**src/rtl/ptd_pkg.sv**
```systemverilog
// Package for the capture-trace deframer: phase codes, result kinds,
// configuration indexes, magic constants and the result item struct.
// No dependencies; used by ptd_parser and pcap_trace_deframer_unit.
`default_nettype none

package ptd_pkg;

    // Parse phases
    typedef enum logic [2:0] {
        PH_FILE  = 3'd0,
        PH_REC   = 3'd1,
        PH_COPY  = 3'd2,
        PH_SKIP  = 3'd3,
        PH_STUCK = 3'd4
    } phase_t;

    // Result kinds
    localparam logic [1:0] KIND_PAYLOAD   = 2'd0;
    localparam logic [1:0] KIND_END       = 2'd1;
    localparam logic [1:0] KIND_BAD_MAGIC = 2'd2;

    // Configuration register indexes
    localparam logic [1:0] CFG_MAX_COPY = 2'd0;
    localparam logic [1:0] CFG_FILL     = 2'd1;

    // Header sizes
    localparam logic [4:0] FILE_HEADER_BYTES   = 5'd24;
    localparam logic [4:0] RECORD_HEADER_BYTES = 5'd16;
    localparam logic [4:0] MAGIC_LAST_INDEX    = 5'd3;

    // File magics, read least significant byte first
    localparam logic [31:0] MAGIC_MICRO      = 32'ha1b2c3d4;
    localparam logic [31:0] MAGIC_NANO       = 32'ha1b23c4d;
    localparam logic [31:0] MAGIC_MICRO_SWAP = 32'hd4c3b2a1;
    localparam logic [31:0] MAGIC_NANO_SWAP  = 32'h4d3cb2a1;

    localparam logic [15:0] MAX_COPY_RESET = 16'd2048;
    localparam logic [7:0]  FILL_RESET     = 8'd0;

    // Configuration seen by the parser
    typedef struct packed {
        logic [15:0] max_copy_length;
        logic [7:0]  fill_byte;
    } cfg_t;

    // One result item
    typedef struct packed {
        logic [1:0]  record_kind;
        logic [7:0]  payload_byte;
        logic [15:0] packet_length;
        logic [15:0] pad_length;
        logic [7:0]  pad_value;
        logic        swapped_order;
        logic        nano_stamps;
        logic        last_of_run;
    } res_t;

    function automatic logic [31:0] swap32(input logic [31:0] v);
        swap32 = {v[7:0], v[15:8], v[23:16], v[31:24]};
    endfunction

endpackage

`default_nettype wire

```
**src/rtl/ptd_parser.sv**
```systemverilog
// Parser core of the capture-trace deframer: phase state and counters,
// and the up to two result items produced by one accepted byte.
// Depends on ptd_pkg.
`default_nettype none

module ptd_parser (
    input  wire logic          clk,
    input  wire logic          rst_n,
    input  wire logic          step,
    input  wire logic [7:0]    file_byte,
    input  wire logic          file_start,
    input  wire ptd_pkg::cfg_t cfg,
    output ptd_pkg::res_t      res0,
    output ptd_pkg::res_t      res1,
    output logic [1:0]         res_count
);

    ptd_pkg::phase_t phase_reg, phase_next;
    logic [4:0]  idx_reg, idx_next;
    logic [63:0] shift_reg, shift_next;
    logic        swp_reg, swp_next;
    logic        nano_reg, nano_next;
    logic [15:0] copy_reg, copy_next;
    logic [31:0] skip_reg, skip_next;
    logic [15:0] stc_reg, stc_next;
    logic [15:0] orc_reg, orc_next;

    // Working copies after an optional file-start clear
    ptd_pkg::phase_t ph;
    logic [4:0]  idx;
    logic [63:0] sh;
    logic        swp;
    logic        nano;
    logic [15:0] copy_cnt;
    logic [31:0] skip_cnt;
    logic [15:0] stc;
    logic [15:0] orc;

    logic [63:0] sh_in;
    logic [31:0] magic;
    logic [31:0] incl;
    logic [31:0] orig;
    logic [4:0]  idx_inc;
    logic        emit_a;
    logic [1:0]  kind_a;
    logic [7:0]  byte_a;
    logic        emit_end;

    // Next state and results
    always_comb
    begin
        if (file_start)
        begin
            ph       = ptd_pkg::PH_FILE;
            idx      = '0;
            sh       = '0;
            swp      = 1'b0;
            nano     = 1'b0;
            copy_cnt = '0;
            skip_cnt = '0;
            stc      = '0;
            orc      = '0;
        end
        else
        begin
            ph       = phase_reg;
            idx      = idx_reg;
            sh       = shift_reg;
            swp      = swp_reg;
            nano     = nano_reg;
            copy_cnt = copy_reg;
            skip_cnt = skip_reg;
            stc      = stc_reg;
            orc      = orc_reg;
        end

        phase_next = ph;
        idx_next   = idx;
        shift_next = sh;
        swp_next   = swp;
        nano_next  = nano;
        copy_next  = copy_cnt;
        skip_next  = skip_cnt;
        stc_next   = stc;
        orc_next   = orc;

        sh_in   = {sh[55:0], file_byte};
        idx_inc = 5'(idx + 5'd1);
        magic   = ptd_pkg::swap32(sh_in[31:0]);
        incl    = swp ? sh_in[63:32] : ptd_pkg::swap32(sh_in[63:32]);
        orig    = swp ? sh_in[31:0]  : ptd_pkg::swap32(sh_in[31:0]);

        emit_a   = 1'b0;
        kind_a   = ptd_pkg::KIND_PAYLOAD;
        byte_a   = '0;
        emit_end = 1'b0;

        unique case (ph)
            ptd_pkg::PH_FILE:
            begin
                shift_next = sh_in;
                if (idx == ptd_pkg::MAGIC_LAST_INDEX &&
                    magic != ptd_pkg::MAGIC_MICRO && magic != ptd_pkg::MAGIC_NANO &&
                    magic != ptd_pkg::MAGIC_MICRO_SWAP &&
                    magic != ptd_pkg::MAGIC_NANO_SWAP)
                begin
                    // bad magic: report once, then wait for the next file start
                    swp_next   = 1'b0;
                    nano_next  = 1'b0;
                    phase_next = ptd_pkg::PH_STUCK;
                    idx_next   = '0;
                    shift_next = '0;
                    emit_a     = 1'b1;
                    kind_a     = ptd_pkg::KIND_BAD_MAGIC;
                end
                else
                begin
                    if (idx == ptd_pkg::MAGIC_LAST_INDEX)
                    begin
                        swp_next  = (magic == ptd_pkg::MAGIC_MICRO_SWAP) ||
                                    (magic == ptd_pkg::MAGIC_NANO_SWAP);
                        nano_next = (magic == ptd_pkg::MAGIC_NANO) ||
                                    (magic == ptd_pkg::MAGIC_NANO_SWAP);
                    end
                    idx_next = idx_inc;
                    if (idx_inc >= ptd_pkg::FILE_HEADER_BYTES)
                    begin
                        phase_next = ptd_pkg::PH_REC;
                        idx_next   = '0;
                        shift_next = '0;
                    end
                end
            end
            ptd_pkg::PH_REC:
            begin
                shift_next = sh_in;
                idx_next   = idx_inc;
                if (idx_inc >= ptd_pkg::RECORD_HEADER_BYTES)
                begin
                    // lengths from the last eight header bytes, clamped
                    stc_next  = (incl < {16'd0, cfg.max_copy_length}) ?
                                incl[15:0] : cfg.max_copy_length;
                    orc_next  = (orig < {16'd0, cfg.max_copy_length}) ?
                                orig[15:0] : cfg.max_copy_length;
                    skip_next = incl - {16'd0, stc_next};
                    copy_next = stc_next;
                    idx_next   = '0;
                    shift_next = '0;
                    if (stc_next != 16'd0)
                    begin
                        phase_next = ptd_pkg::PH_COPY;
                    end
                    else
                    begin
                        emit_end   = 1'b1;
                        phase_next = (skip_next != 32'd0) ? ptd_pkg::PH_SKIP :
                                                            ptd_pkg::PH_REC;
                    end
                end
            end
            ptd_pkg::PH_COPY:
            begin
                emit_a = 1'b1;
                kind_a = ptd_pkg::KIND_PAYLOAD;
                byte_a = file_byte;
                if (copy_cnt != 16'd0)
                begin
                    copy_next = copy_cnt - 16'd1;
                end
                if (copy_next == 16'd0)
                begin
                    emit_end   = 1'b1;
                    phase_next = (skip_cnt != 32'd0) ? ptd_pkg::PH_SKIP :
                                                       ptd_pkg::PH_REC;
                end
            end
            ptd_pkg::PH_SKIP:
            begin
                if (skip_cnt != 32'd0)
                begin
                    skip_next = skip_cnt - 32'd1;
                end
                if (skip_next == 32'd0)
                begin
                    phase_next = ptd_pkg::PH_REC;
                end
            end
            ptd_pkg::PH_STUCK:
            begin
                phase_next = ptd_pkg::PH_STUCK;
            end
            default:
            begin
                phase_next = ptd_pkg::PH_STUCK;
            end
        endcase

        // First result slot: payload or error item
        res0.record_kind   = kind_a;
        res0.payload_byte  = byte_a;
        res0.packet_length = '0;
        res0.pad_length    = '0;
        res0.pad_value     = cfg.fill_byte;
        res0.swapped_order = swp_next;
        res0.nano_stamps   = nano_next;
        res0.last_of_run   = !emit_end;

        // End record
        res1.record_kind   = ptd_pkg::KIND_END;
        res1.payload_byte  = '0;
        res1.packet_length = orc_next;
        res1.pad_length    = (orc_next > stc_next) ? 16'(orc_next - stc_next) : 16'd0;
        res1.pad_value     = cfg.fill_byte;
        res1.swapped_order = swp_next;
        res1.nano_stamps   = nano_next;
        res1.last_of_run   = 1'b1;

        // Compact: an end record alone goes to the first slot
        if (!emit_a)
        begin
            res0 = res1;
        end
        res_count = {1'b0, emit_a} + {1'b0, emit_end};
    end

    // State registers
    always_ff @(posedge clk or negedge rst_n)
    begin
        if (!rst_n)
        begin
            phase_reg <= ptd_pkg::PH_FILE;
            idx_reg   <= '0;
            shift_reg <= '0;
            swp_reg   <= 1'b0;
            nano_reg  <= 1'b0;
            copy_reg  <= '0;
            skip_reg  <= '0;
            stc_reg   <= '0;
            orc_reg   <= '0;
        end
        else if (step)
        begin
            phase_reg <= phase_next;
            idx_reg   <= idx_next;
            shift_reg <= shift_next;
            swp_reg   <= swp_next;
            nano_reg  <= nano_next;
            copy_reg  <= copy_next;
            skip_reg  <= skip_next;
            stc_reg   <= stc_next;
            orc_reg   <= orc_next;
        end
    end

endmodule

`default_nettype wire

```
**src/rtl/pcap_trace_deframer_unit.sv**
```systemverilog
// Top level of the capture-trace deframer: stream ports, configuration
// registers and the two-entry result buffer. Depends on ptd_pkg, ptd_parser.
//
// Takes a classic capture-trace file one byte per item and returns payload
// items, packet end records and bad-magic error records. An input item is
// taken every cycle while the results drain one per cycle; the last stored
// byte of a packet yields a payload item and an end record, and the next
// byte waits until the single result port has delivered the first of the
// two from the two-entry result buffer. All parsing for a byte is done in
// the cycle it is taken. The user writes configuration through the cfg port
// while the block is idle (not enforced); no clearing pass follows reset.
`default_nettype none

module pcap_trace_deframer_unit (
    input  wire logic        clk,
    input  wire logic        rst_n,
    // input stream
    input  wire logic        s_tvalid,
    output logic             s_tready,
    input  wire logic [7:0]  s_tdata,   // [7:0] file_byte
    input  wire logic        s_tuser,   // [0] file_start
    // result stream
    output logic             m_tvalid,
    input  wire logic        m_tready,
    // [7:0] payload_byte, [23:8] packet_length, [39:24] pad_length,
    // [47:40] pad_value, [48] swapped_order, [49] nano_stamps, [55:50] zero
    output logic [55:0]      m_tdata,
    output logic [1:0]       m_tuser,   // [1:0] record_kind
    output logic             m_tlast,   // last_of_run
    // configuration writes
    input  wire logic        cfg_valid,
    output logic             cfg_ready,
    input  wire logic [1:0]  cfg_index,
    input  wire logic [15:0] cfg_data
);

    ptd_pkg::cfg_t cfg_reg;
    ptd_pkg::res_t res0;
    ptd_pkg::res_t res1;
    logic [1:0]    res_count;

    ptd_pkg::res_t slot0_reg, slot0_next;
    ptd_pkg::res_t slot1_reg, slot1_next;
    logic [1:0]    cnt_reg, cnt_next;

    logic step;
    logic pop;

    // Configuration registers
    assign cfg_ready = 1'b1;

    always_ff @(posedge clk or negedge rst_n)
    begin
        if (!rst_n)
        begin
            cfg_reg.max_copy_length <= ptd_pkg::MAX_COPY_RESET;
            cfg_reg.fill_byte       <= ptd_pkg::FILL_RESET;
        end
        else if (cfg_valid)
        begin
            unique case (cfg_index)
                ptd_pkg::CFG_MAX_COPY: cfg_reg.max_copy_length <= cfg_data;
                ptd_pkg::CFG_FILL:     cfg_reg.fill_byte       <= cfg_data[7:0];
                default:               ;
            endcase
        end
    end

    // Handshakes
    assign pop      = m_tvalid && m_tready;
    assign s_tready = (cnt_reg == 2'd0) || (cnt_reg == 2'd1 && m_tready);
    assign step     = s_tvalid && s_tready;

    ptd_parser u_parser (
        .clk        (clk),
        .rst_n      (rst_n),
        .step       (step),
        .file_byte  (s_tdata),
        .file_start (s_tuser),
        .cfg        (cfg_reg),
        .res0       (res0),
        .res1       (res1),
        .res_count  (res_count)
    );

    // Result buffer: load on a taken item, shift on a delivered item
    always_comb
    begin
        slot0_next = slot0_reg;
        slot1_next = slot1_reg;
        cnt_next   = cnt_reg;
        if (step)
        begin
            slot0_next = res0;
            slot1_next = res1;
            cnt_next   = res_count;
        end
        else if (pop)
        begin
            slot0_next = slot1_reg;
            cnt_next   = (cnt_reg == 2'd2) ? 2'd1 : 2'd0;
        end
    end

    always_ff @(posedge clk or negedge rst_n)
    begin
        if (!rst_n)
        begin
            cnt_reg <= 2'd0;
        end
        else
        begin
            cnt_reg <= cnt_next;
        end
    end

    always_ff @(posedge clk)
    begin
        slot0_reg <= slot0_next;
        slot1_reg <= slot1_next;
    end

    // Output packing
    assign m_tvalid = (cnt_reg != 2'd0);
    assign m_tuser  = slot0_reg.record_kind;
    assign m_tlast  = slot0_reg.last_of_run;
    assign m_tdata  = {6'd0, slot0_reg.nano_stamps, slot0_reg.swapped_order,
                       slot0_reg.pad_value, slot0_reg.pad_length,
                       slot0_reg.packet_length, slot0_reg.payload_byte};

endmodule

`default_nettype wire

```
**config.mk**
```make
export PLATFORM = sky130hd
export DESIGN_NAME = pcap_trace_deframer_unit
export DESIGN_NICKNAME = d
export VERILOG_FILES = /design/src/rtl/ptd_pkg.sv /design/src/rtl/ptd_parser.sv /design/src/rtl/pcap_trace_deframer_unit.sv
export SDC_FILE = /design/constraint.sdc
export NUM_CORES = 1
export LEC_CHECK = 0
export ABC_AREA = 1
export BUFFER_PORTS_ARGS = -buffer_cell sky130_fd_sc_hd__buf_2
export CAP_MARGIN = 15
export CELL_PAD_IN_SITES_DETAIL_PLACEMENT = 1
export CELL_PAD_IN_SITES_GLOBAL_PLACEMENT = 2
export CORE_UTILIZATION = 39
export DETAILED_ROUTE_END_ITERATION = 8
export PLACE_DENSITY_LB_ADDON = 0.1
export SYNTH_ARGS = -nofsm -noshare
export SYNTH_HDL_FRONTEND = slang
export SYNTH_SLANG_ARGS = --single-unit
export TNS_END_PERCENT = 1
```
**constraint.sdc**
```tcl
create_clock -name clk -period 9.89 [get_ports clk]
set_input_delay 0.4945 -clock clk [delete_from_list [all_inputs] [get_ports clk]]
set_output_delay 0.4945 -clock clk [all_outputs]
set_load 0.1 [all_outputs]
```
==> results of run 1 <==
## cells by family (layout without fill, tap and decap cells)
kind of cell	after synthesis	after routing
adders and majority gates	56	56
muxes	1	1
other	2	8
DFF	267	267
and+or+nand+nor	1157	1157
xor gates and xnor gates	54	54
AOI/OAI and AO/OA	566	566
buffers and inverters	538	590
## layout make-up
cell class	count	area [um2]
Tap cell	615	769
Sequential cell	267	7160
Clock inverter	8	57.6
Antenna cell	1	2.50
Multi-Input combinational cell	1841	9510
Fill cell	6048	26800
Clock buffer	56	1030
Timing Repair Buffer	107	601
Inverter	419	1580
## per-layer routing
metal,part of all wire [%],up-vias,global-route usage (%)
li1,-,8775,-
met1,47,8962,39.1
met2,47,331,46.0
met3,4.1,92,3.35
met4,2.3,2,7.60
met5,0.015,-,0
## through the flow
| step | instances | worst slack, ns | hold WS [ns] | total power, W |
|---|---|---|---|---|
| final | 3314 | 1.72 | 0.0424 | 0.00622 |
| after global routing | 3313 | 0.790 | 0.133 | 0.00666 |
| after CTS | 3312 | 1.76 | 0.119 | 0.00624 |
| after detailed placement | 3248 | 1.77 | 0.465 | 0.00499 |
| after global placement | 3248 | 2.03 | 0.458 | 0.00492 |
| after floorplan | 2646 | 4.00 | 0.199 | 0.00412 |
## worst paths after layout
kind	startpoint	to	slack, ns	depth (start not counted)
hold reg to reg	cfg_reg[3]	slot1_reg[6]	0.48	0
max in group asynchronous	rst_n	u_parser.skip_reg[2]	8.34	2
min in group clk	cfg_data[13]	cfg_reg[21]	0.21	3
setup / recovery	u_parser.swp_reg	m_tdata[38]	1.72	36
hold / removal	rst_n	u_parser.orc_reg[11]	0.04	1
setup reg to reg	u_parser.swp_reg	m_tdata[38]	1.72	36
## power breakdown
part / switching [W] / total, W / internal, W / leakage, nW
clock network: 0.000506 / 0.00122 / 0.000713 / 0.530
registers: 0.000183 / 0.00171 / 0.00153 / 3.11
logic: 0.00249 / 0.00329 / 0.000801 / 6.50
total: 0.00318 / 0.00622 / 0.00304 / 10.1
## cell usage in the layout (no fill, tap or decap), types with 18 or more instances in the layout
| cell | n |
|---|---|
| nand2_1 | 611 |
| inv_1 | 392 |
| o21ai_0 | 254 |
| nor2_1 | 234 |
| dfrtp_1 | 171 |
| nand3_1 | 117 |
| a21oi_1 | 103 |
| edfxtp_1 | 95 |
| buf_2 | 85 |
| nor3_1 | 59 |
| ha_1 | 55 |
| o21ai_1 | 52 |
| xor2_1 | 44 |
| nand4_1 | 40 |
| o22ai_1 | 38 |
| clkbuf_16 | 36 |
| o221ai_1 | 24 |
| inv_2 | 22 |
| buf_4 | 20 |
| or2_2 | 18 |
| a22o_1 | 18 |
==> out/qor.yml, run 1 <==
synth_seq_cells: 267
rsz0062_at_grt: "false"
grt_max_degree: 104
crit_path_frequent_cell: "o21ai_0"
cts.sinks: 267
grt-ovfl-total: 0
cts-htree-levels: 2
synth.distinct_cells: 58
coreArea_mm2: 0.0475
worstSetupPathType: "reg -> reg"
place_area_mm2: 0.0196
synth_area_per_cell_um2: 7.10
drive_gt1_share_pct: 9.41
io_buffers: 86
required_ns: 10.31
crit_slowest_cell: "nor2_1"
synth_compound_area_share_pct: 17.4
fin_worst_skew_ns: 0.0272
cts_buffers: 35
cts_tree: "yes"
netlist_instances: 2641
design_area_mm2: 0.0207
grt_pass1_vias: 18700
synth_seq_area_share_pct: 38.2
peakVddDrop_mv: 0.180
synthTopCellsByArea: "dfrtp_1 (23%), edfxtp_1 (15%), nand2_1 (12%), inv_1 (7.9%), o21ai_0 (6.8%)"
clkLatencyLatePin_ns: 0.55
via_count: 18200
die_h_um: 221
synth_common_cells: "nand2_1 (612), inv_1 (394), o21ai_0 (255)"
finalHoldViolCount: 0
cp_top_family: "simple AND/OR/NAND/NOR gates"
cts_setup_buffers: 0
synth-edff-count: 95
cts.reportedPaths.clkPinSlew_ns: 0.06
endpoint_kind: "flip-flop"
rows: 80
place_congestion: 0.934
synthMuxAreaShare_pct: 0.0600
path_max_fanout: 31
grt_pass1_wl_um: 108000
finalSetupViolCount: 0
drt_iter0_markers: 1152
dieArea_mm2: 0.0490
power_leakage_nw: 10.1
clk_path_buf_depth: 3
relSlewSlack_pct: 27.7
final_util_pct: 43.5
hpwl_um: 50800
finalCritPeriodShare_pct: 82.6
grt_usage_pct: 28.1
synth-xor-area-share_pct: 2.52
synth_top_family_by_area: "simple AND/OR/NAND/NOR gates"
antenna_found_initial: 2
final_max_slew_viol_count: 0
yosysTopAreaCellShare_pct: 22.8
wl_um: 68600
final_net_count: 2759
cts-root-buf: "clkbuf_16"
critPathArrivalTime_ns: 8.59
ctsResizeCount: 0
status: "completed"
syn_to_final_growth_pct: 10.4
wl_per_cell_um: 20.7
pin_count: 94
hold_path_class: "in -> async"
tns_ns: 0
critPathMaxStageDelay_ns: 0.92
drt_pass1_iterations: 5
synth_area_leader_cell: "dfrtp_1"
via_per_inst: 5.48
dominantRegCellSynth: "dfrtp_1"
period_minus_slack_ns: 8.17
maxCapViolCount: 0
cts_hold_buf: 0
synthSimpleGateAreaFrac_pct: 26.6
die_x_um: 221
cp_num_buf_inv: 8
worstSetupStartpointType: "flip-flop"
async_reset_ff_share_pct: 64.4
worst-slew-pin-transition_ns: 1.08
start_util_pct: 39.5
largest_reg_flops: 56
ant_nets: 0
power_density_mw_per_mm2: 300
synthAdderAreaFrac_pct: 3.78
syn-cell-area_mm2: 0.0188
fmax_mhz: 122
drc: 0
yosysWarnings: 0
yosysMostFrequentCell: "nand2_1"
(Power assumes the default switching activity.)
==> run 2: changes to the inputs <==
Settings changed: CORE_UTILIZATION 39 to 36.
Clock period 9.89 ns to 8.45 ns, I/O delays scaled along.
==> run 2 against run 1 <==
Sequential share of layout area decreased by 0.11 points. Cell count increased by 2.0%. Combinational power increased by 17%. Critical path depth decreased by 3. Non-clock buffer count increased by 5. Core utilization decreased by 3.1 points. Sequential power increased by 17%. Fmax increased by 14%. Sequential cell count unchanged. Count of clock-buffer cells in the layout decreased by 8. Worst setup slack got worse by 0.45 ns.
==> out/qor.yml, run 2 (synthesis gave the netlist of run 1 again) <==
power_w: 0.00725  # +17%
clkLatencyLatePin_ns: 0.55  # about the same
power_switching_w: 0.00373  # +18%
endpoint_kind: "flip-flop"
hpwl_um: 52400  # +3.2%
place_congestion: 0.935  # about the same
finalSetupViolCount: 0  # unchanged
crit_path_frequent_cell: "o21ai_0"
grt-ovfl-total: 0  # unchanged
grt_usage_pct: 26.4  # -1.7 points
layout_commonest_cell: "nand2_1"
via_per_inst: 5.37  # -2.1%
finalHoldViolCount: 0  # unchanged
maxCapViolCount: 0  # unchanged
power_leakage_nw: 10.1  # about the same
ant_nets: 0  # unchanged
ctsResizeCount: 0  # unchanged
final_cell_mix: "nand2_1 (611), inv_1 (392), o21ai_0 (254)"
clk_path_buf_depth: 3  # unchanged
cts.sinks: 267  # unchanged
cts_buffers: 34  # -2.9%
final_max_slew_viol_count: 0  # unchanged
drt_pass1_iterations: 5  # unchanged
dieArea_mm2: 0.0530  # +8.3%
power_density_mw_per_mm2: 349  # +16%
cts_tree: "yes"
grt_pass1_vias: 18700  # -0.17%
worstSetupPathType: "reg -> reg"
drt_iter0_markers: 1031  # -11%
hold_path_class: "in -> reg"
wl_per_cell_um: 20.6  # -0.50%
worst-slew-pin-transition_ns: 1.07  # -0.00729 ns
rows: 83  # +3.8%
status: "completed"
p_int_w: 0.00351  # +15%
clkPwrFrac_pct: 19.2  # -0.4 points
die_x_um: 230  # +4.0%
worstRegToRegCells: 33  # -8.3%
grt_pass1_wl_um: 110000  # +1.7%
peakVddDrop_mv: 0.211  # +17%
cts-root-buf: "clkbuf_16"
cts-htree-levels: 2  # unchanged
critPathMaxStageDelay_ns: 0.72  # -0.20 ns
antenna_cells: 0  # -1
crit_slowest_cell: "nor2_1"
coreArea_mm2: 0.0514  # +8.1%
finalCritPeriodShare_pct: 85.0  # +2.4 points
critPathArrivalTime_ns: 7.60  # -0.99 ns
largest_reg_flops: 56  # unchanged
pwr-share-seq_pct: 27.6  # about the same
required_ns: 8.86  # -1.45 ns
pin_count: 94  # unchanged
fin_worst_skew_ns: 0.0165  # -0.0107 ns
syn_to_final_growth_pct: 10.7
worstSetupStartpointType: "flip-flop"
rsz0062_at_grt: "false"
wl_um: 69600  # +1.5%
holdPathStages: 3
period_minus_slack_ns: 7.18  # -0.988 ns
antenna_found_initial: 2  # unchanged
io_buffers: 86  # unchanged
start_util_pct: 36.5  # -3.0 points
relSlewSlack_pct: 28.5  # +0.75 points
comb_power_share_pct: 53.1  # +0.2 points
fin_hold_ws_ns: 0.138  # +0.0952 ns
cts.reportedPaths.clkPinSlew_ns: 0.06  # about the same
via_count: 18100  # -0.13%
switching_share_pct: 51.5  # +0.45 points
die_h_um: 230  # +4.0%
path_max_fanout: 25  # -19%
drive_gt1_share_pct: 9.56  # +0.14 points
fmax_mhz: 139  # +14%
final_net_count: 2763  # +0.14%
drc: 0  # unchanged
grt_max_degree: 108  # +3.8%
tns_ns: 0  # unchanged
[run 2: critical path: cells and delay by family, from the launching register on]
family | cells | cell delay (ns)
flip-flops | 1 | 0.70
adder cells (fa/ha/maj) | 2 | 0.72
AO/OA/AOI/OAI | 14 | 2.79
AND/OR/NAND/NOR | 13 | 2.07
buffers and inverters | 4 | 0.76
[run 2: stage by stage]
step                      utilization [%]  setup slack, ns  std cells  instance area (um2)
after floorplan                         -             2.63       2646                18800
after global placement               38.4             1.58       3318                19700
after detailed placement             38.4             1.32       3318                19700
after CTS                            40.4             1.33       3380                20800
after global routing                 40.4            0.439       3380                20800
final                                40.4             1.27       3380                20800
[run 2: final timing paths]
check                                  from              endpoint  slack (ns)
setup / recovery           u_parser.swp_reg           m_tdata[38]        1.27
hold / removal                 cfg_data[14]           cfg_reg[22]        0.14
setup reg to reg           u_parser.swp_reg           m_tdata[38]        1.27
hold reg to reg                  cfg_reg[6]          slot1_reg[9]        0.47
max in group asynchronous             rst_n  u_parser.copy_reg[8]        6.14
min in group asynchronous             rst_n            cnt_reg[1]        0.58
[run 2: power by group through the flow]
stage | clock network [W] | logic [W] | registers [W]
floorplan | 0 | 0.00221 | 0.00261
global placement | 0 | 0.00376 | 0.00201
detailed placement | 0 | 0.00383 | 0.00202
CTS | 0.00143 | 0.00385 | 0.00201
global route | 0.00147 | 0.00423 | 0.00205
finish | 0.00139 | 0.00385 | 0.00200
[run 2: metal layers]
metal	global-route usage (%)	vias to the layer above	share of wire (%)
li1	-	8812	-
met1	36.8	8996	48
met2	44.2	259	47
met3	2.54	70	2.9
met4	5.32	2	1.7
met5	0	-	0.016
[run 2: timing repair]
| action | in CTS | in global routing |
|---|---|---|
| hold endpoints to repair | 2 | 0 |
| hold buffers | 1 | 0 |
| setup buffers | 0 | 0 |
[run 2: cell type report]
type | count | area, um2
fillers | 6524 | 30600
clock inverters | 13 | 87.6
repair buffers | 112 | 637
well taps | 680 | 851
clock buffers | 48 | 945
inverters | 419 | 1580
flip-flops and latches | 267 | 7160
multi-input cells | 1841 | 9510
==> run 3: changes to the inputs <==
Clock period 8.45 ns to 6.7 ns, I/O delays scaled along.
==> run 3 against run 2 <==
Critical path depth rose by 3. Register-to-register slack worse by 0.70 ns. Via count increased by 0.95%. Worst setup slack lost 0.70 ns. Combinational power up 29%. Non-clock buffer count is 37 higher. Core utilization rose by 0.91 points. Sequential power grew 26%. Die area did not move. Critical endpoint is now m_tdata[39]. Largest cell class unchanged. Largest power group unchanged. Highest routed layer is now met4.
==> out/qor.yml, run 3 (synthesis gave the netlist of run 1 again) <==
rows: 83  # unchanged
cts.reportedPaths.clkPinSlew_ns: 0.06  # about the same
cp_num_buf_inv: 7  # +3
period_minus_slack_ns: 6.13  # -1.05 ns
coreArea_mm2: 0.0514  # unchanged
power_density_mw_per_mm2: 446  # +28%
antenna_found_initial: 0  # -2
critPathArrivalTime_ns: 6.56  # -1.04 ns
crit_path_frequent_cell: "o21ai_0"
required_ns: 7.13  # -1.73 ns
drive_gt1_share_pct: 11.1  # +1.5 points
worstSetupPathType: "reg -> reg"
worst-slew-pin-transition_ns: 1.11  # +0.0406 ns
final_cell_mix: "nand2_1 (610), inv_1 (391), o21ai_0 (251)"
power_leakage_nw: 10.4  # +2.6%
drt_iter0_markers: 1289  # +25%
drc: 0  # unchanged
path_max_fanout: 30  # +20%
final_util_pct: 41.3  # +0.91 points
hpwl_um: 53400  # +1.8%
switching_share_pct: 50.4  # -1.2 points
ant_nets: 0  # unchanged
largest_reg_flops: 56  # unchanged
io_buffers: 86  # unchanged
cts_setup_buffers: 0  # unchanged
p_int_w: 0.00470  # +34%
place_congestion: 0.914  # -2.2%
grt_max_degree: 112  # +3.7%
finalSetupViolCount: 0  # unchanged
antenna_cells: 0  # unchanged
layout_commonest_cell: "nand2_1"
design_area_mm2: 0.0212  # +2.3%
clkPwrFrac_pct: 20.7  # +1.5 points
fin_worst_skew_ns: 0.0310  # +0.0144 ns
peakVddDrop_mv: 0.247  # +17%
clkLatencyLatePin_ns: 0.57  # +0.02 ns
cts_buffers: 35  # +2.9%
pwr-share-seq_pct: 26.6  # -1.0 points
final_net_count: 2801  # +1.4%
fillers: 6452  # -1.1%
grt_pass1_vias: 18800  # +0.37%
grt_usage_pct: 26.7  # +0.34 points
cts.sinks: 267  # unchanged
wl_um: 70600  # +1.3%
cts_tree: "yes"
crit_slowest_cell: "ha_1"
power_switching_w: 0.00477  # +28%
die_x_um: 230  # unchanged
pin_count: 94  # unchanged
cts-htree-levels: 2  # unchanged
status: "completed"
finalCritPeriodShare_pct: 91.5  # +6.5 points
dieArea_mm2: 0.0530  # unchanged
die_h_um: 230  # unchanged
grt_pass1_wl_um: 110000  # +0.44%
cts-root-buf: "clkbuf_16"
syn_to_final_growth_pct: 13.2
finalHoldViolCount: 0  # unchanged
wl_per_cell_um: 20.6  # +0.16%
drt_pass1_iterations: 5  # unchanged
start_util_pct: 36.5  # unchanged
comb_power_share_pct: 52.7  # -0.4 points
rrSetupSlack_ns: 0.57  # -0.70 ns
final_max_slew_viol_count: 0  # unchanged
via_count: 18300  # +0.95%
place_area_mm2: 0.0200  # +1.4%
cp_top_family: "compound AO/OA/AOI/OAI gates"
via_per_inst: 5.36  # -0.20%
fmax_mhz: 163  # +17%
clk_path_buf_depth: 3  # unchanged
worstSetupStartpointType: "flip-flop"
hold_path_class: "in -> reg"
endpoint_kind: "flip-flop"
grt-ovfl-total: 0  # unchanged
relSlewSlack_pct: 25.7  # -2.8 points
critPathMaxStageDelay_ns: 0.41  # -0.31 ns
maxCapViolCount: 0  # unchanged
-- run 3: cell count changes in the layout (fill, tap and decap cells not counted), moves of 3 or more --
cell | before | now
bufinv_16 | 0 | 4
clkbuf_8 | 3 | 7
clkinv_2 | 7 | 4
buf_4 | 25 | 60
o21ai_0 | 254 | 251
-- run 3: final timing paths --
check	startpoint	end	cells after the start
worst max-delay path	u_parser.swp_reg	m_tdata[39]	36
worst min-delay path	cfg_data[14]	cfg_reg[22]	3
worst max register to register	u_parser.swp_reg	m_tdata[39]	36
worst min register to register	cfg_reg[1]	slot1_reg[4]	0
max in group asynchronous	rst_n	u_parser.shift_reg[46]	3
min in group asynchronous	rst_n	u_parser.stc_reg[12]	2
-- run 3: metrics by stage --
stage / hold WS [ns] / TNS (ns) / std cells / power, W / worst slack (ns)
CTS: 0.0379 / 0 / 3418 / 0.00949 / 0.307
detailed placement: 0.458 / 0 / 3354 / 0.00749 / 0.153
finish: 0.0503 / 0 / 3419 / 0.00946 / 0.572
global placement: 0.456 / 0 / 3353 / 0.00740 / 0.397
floorplan: 0.0394 / 0 / 2646 / 0.00608 / 0.969
global route: 0.0631 / -0.0511 / 3419 / 0.0101 / -0.0259
-- run 3: worst reg2reg max path, delay by kind of cell (launching register included) --
kind / cells / cell delay, ns
and+or+nand+nor: 13 / 1.44
adders and majority gates: 2 / 0.72
buffers and inverters: 7 / 1.11
DFF: 1 / 0.36
AOI/OAI and AO/OA: 14 / 2.36
-- run 3: per-layer routing --
layer  wire (um)  part of all wire (%)  vias to the layer above  GRT usage (%)
met4        1480                   2.1                        0           6.04
li1            -                     -                     8862              -
met5           0                     0                        -              0
met1       33900                    48                     9087           37.5
met2       33100                    47                      278           43.9
met3        2100                   3.0                       85           2.86
-- run 3: timing repair --
action / in CTS / in global routing
endpoints found under the setup margin: 0 / 25
gates resized for setup: 0 / 8
hold endpoints to repair: 23 / 0
hold buffers: 1 / 0
-- run 3: area by class of cell --
class	count	area [um2]	area share [%]
Inverter	419	1580	7.44
Tap cell	680	851	4.01
Clock inverter	13	184	0.866
Multi-Input combinational cell	1841	9520	44.8
Sequential cell	267	7160	33.7
Clock buffer	50	992	4.67
Timing Repair Buffer	149	947	4.46
-- run 3: power groups by stage --
stage / Sequential, W / Clock, W / Combinational [W]
finish: 0.00252 / 0.00196 / 0.00498
global route: 0.00257 / 0.00207 / 0.00548
CTS: 0.00252 / 0.00201 / 0.00497
detailed placement: 0.00254 / 0 / 0.00494
global placement: 0.00253 / 0 / 0.00487
floorplan: 0.00329 / 0 / 0.00279
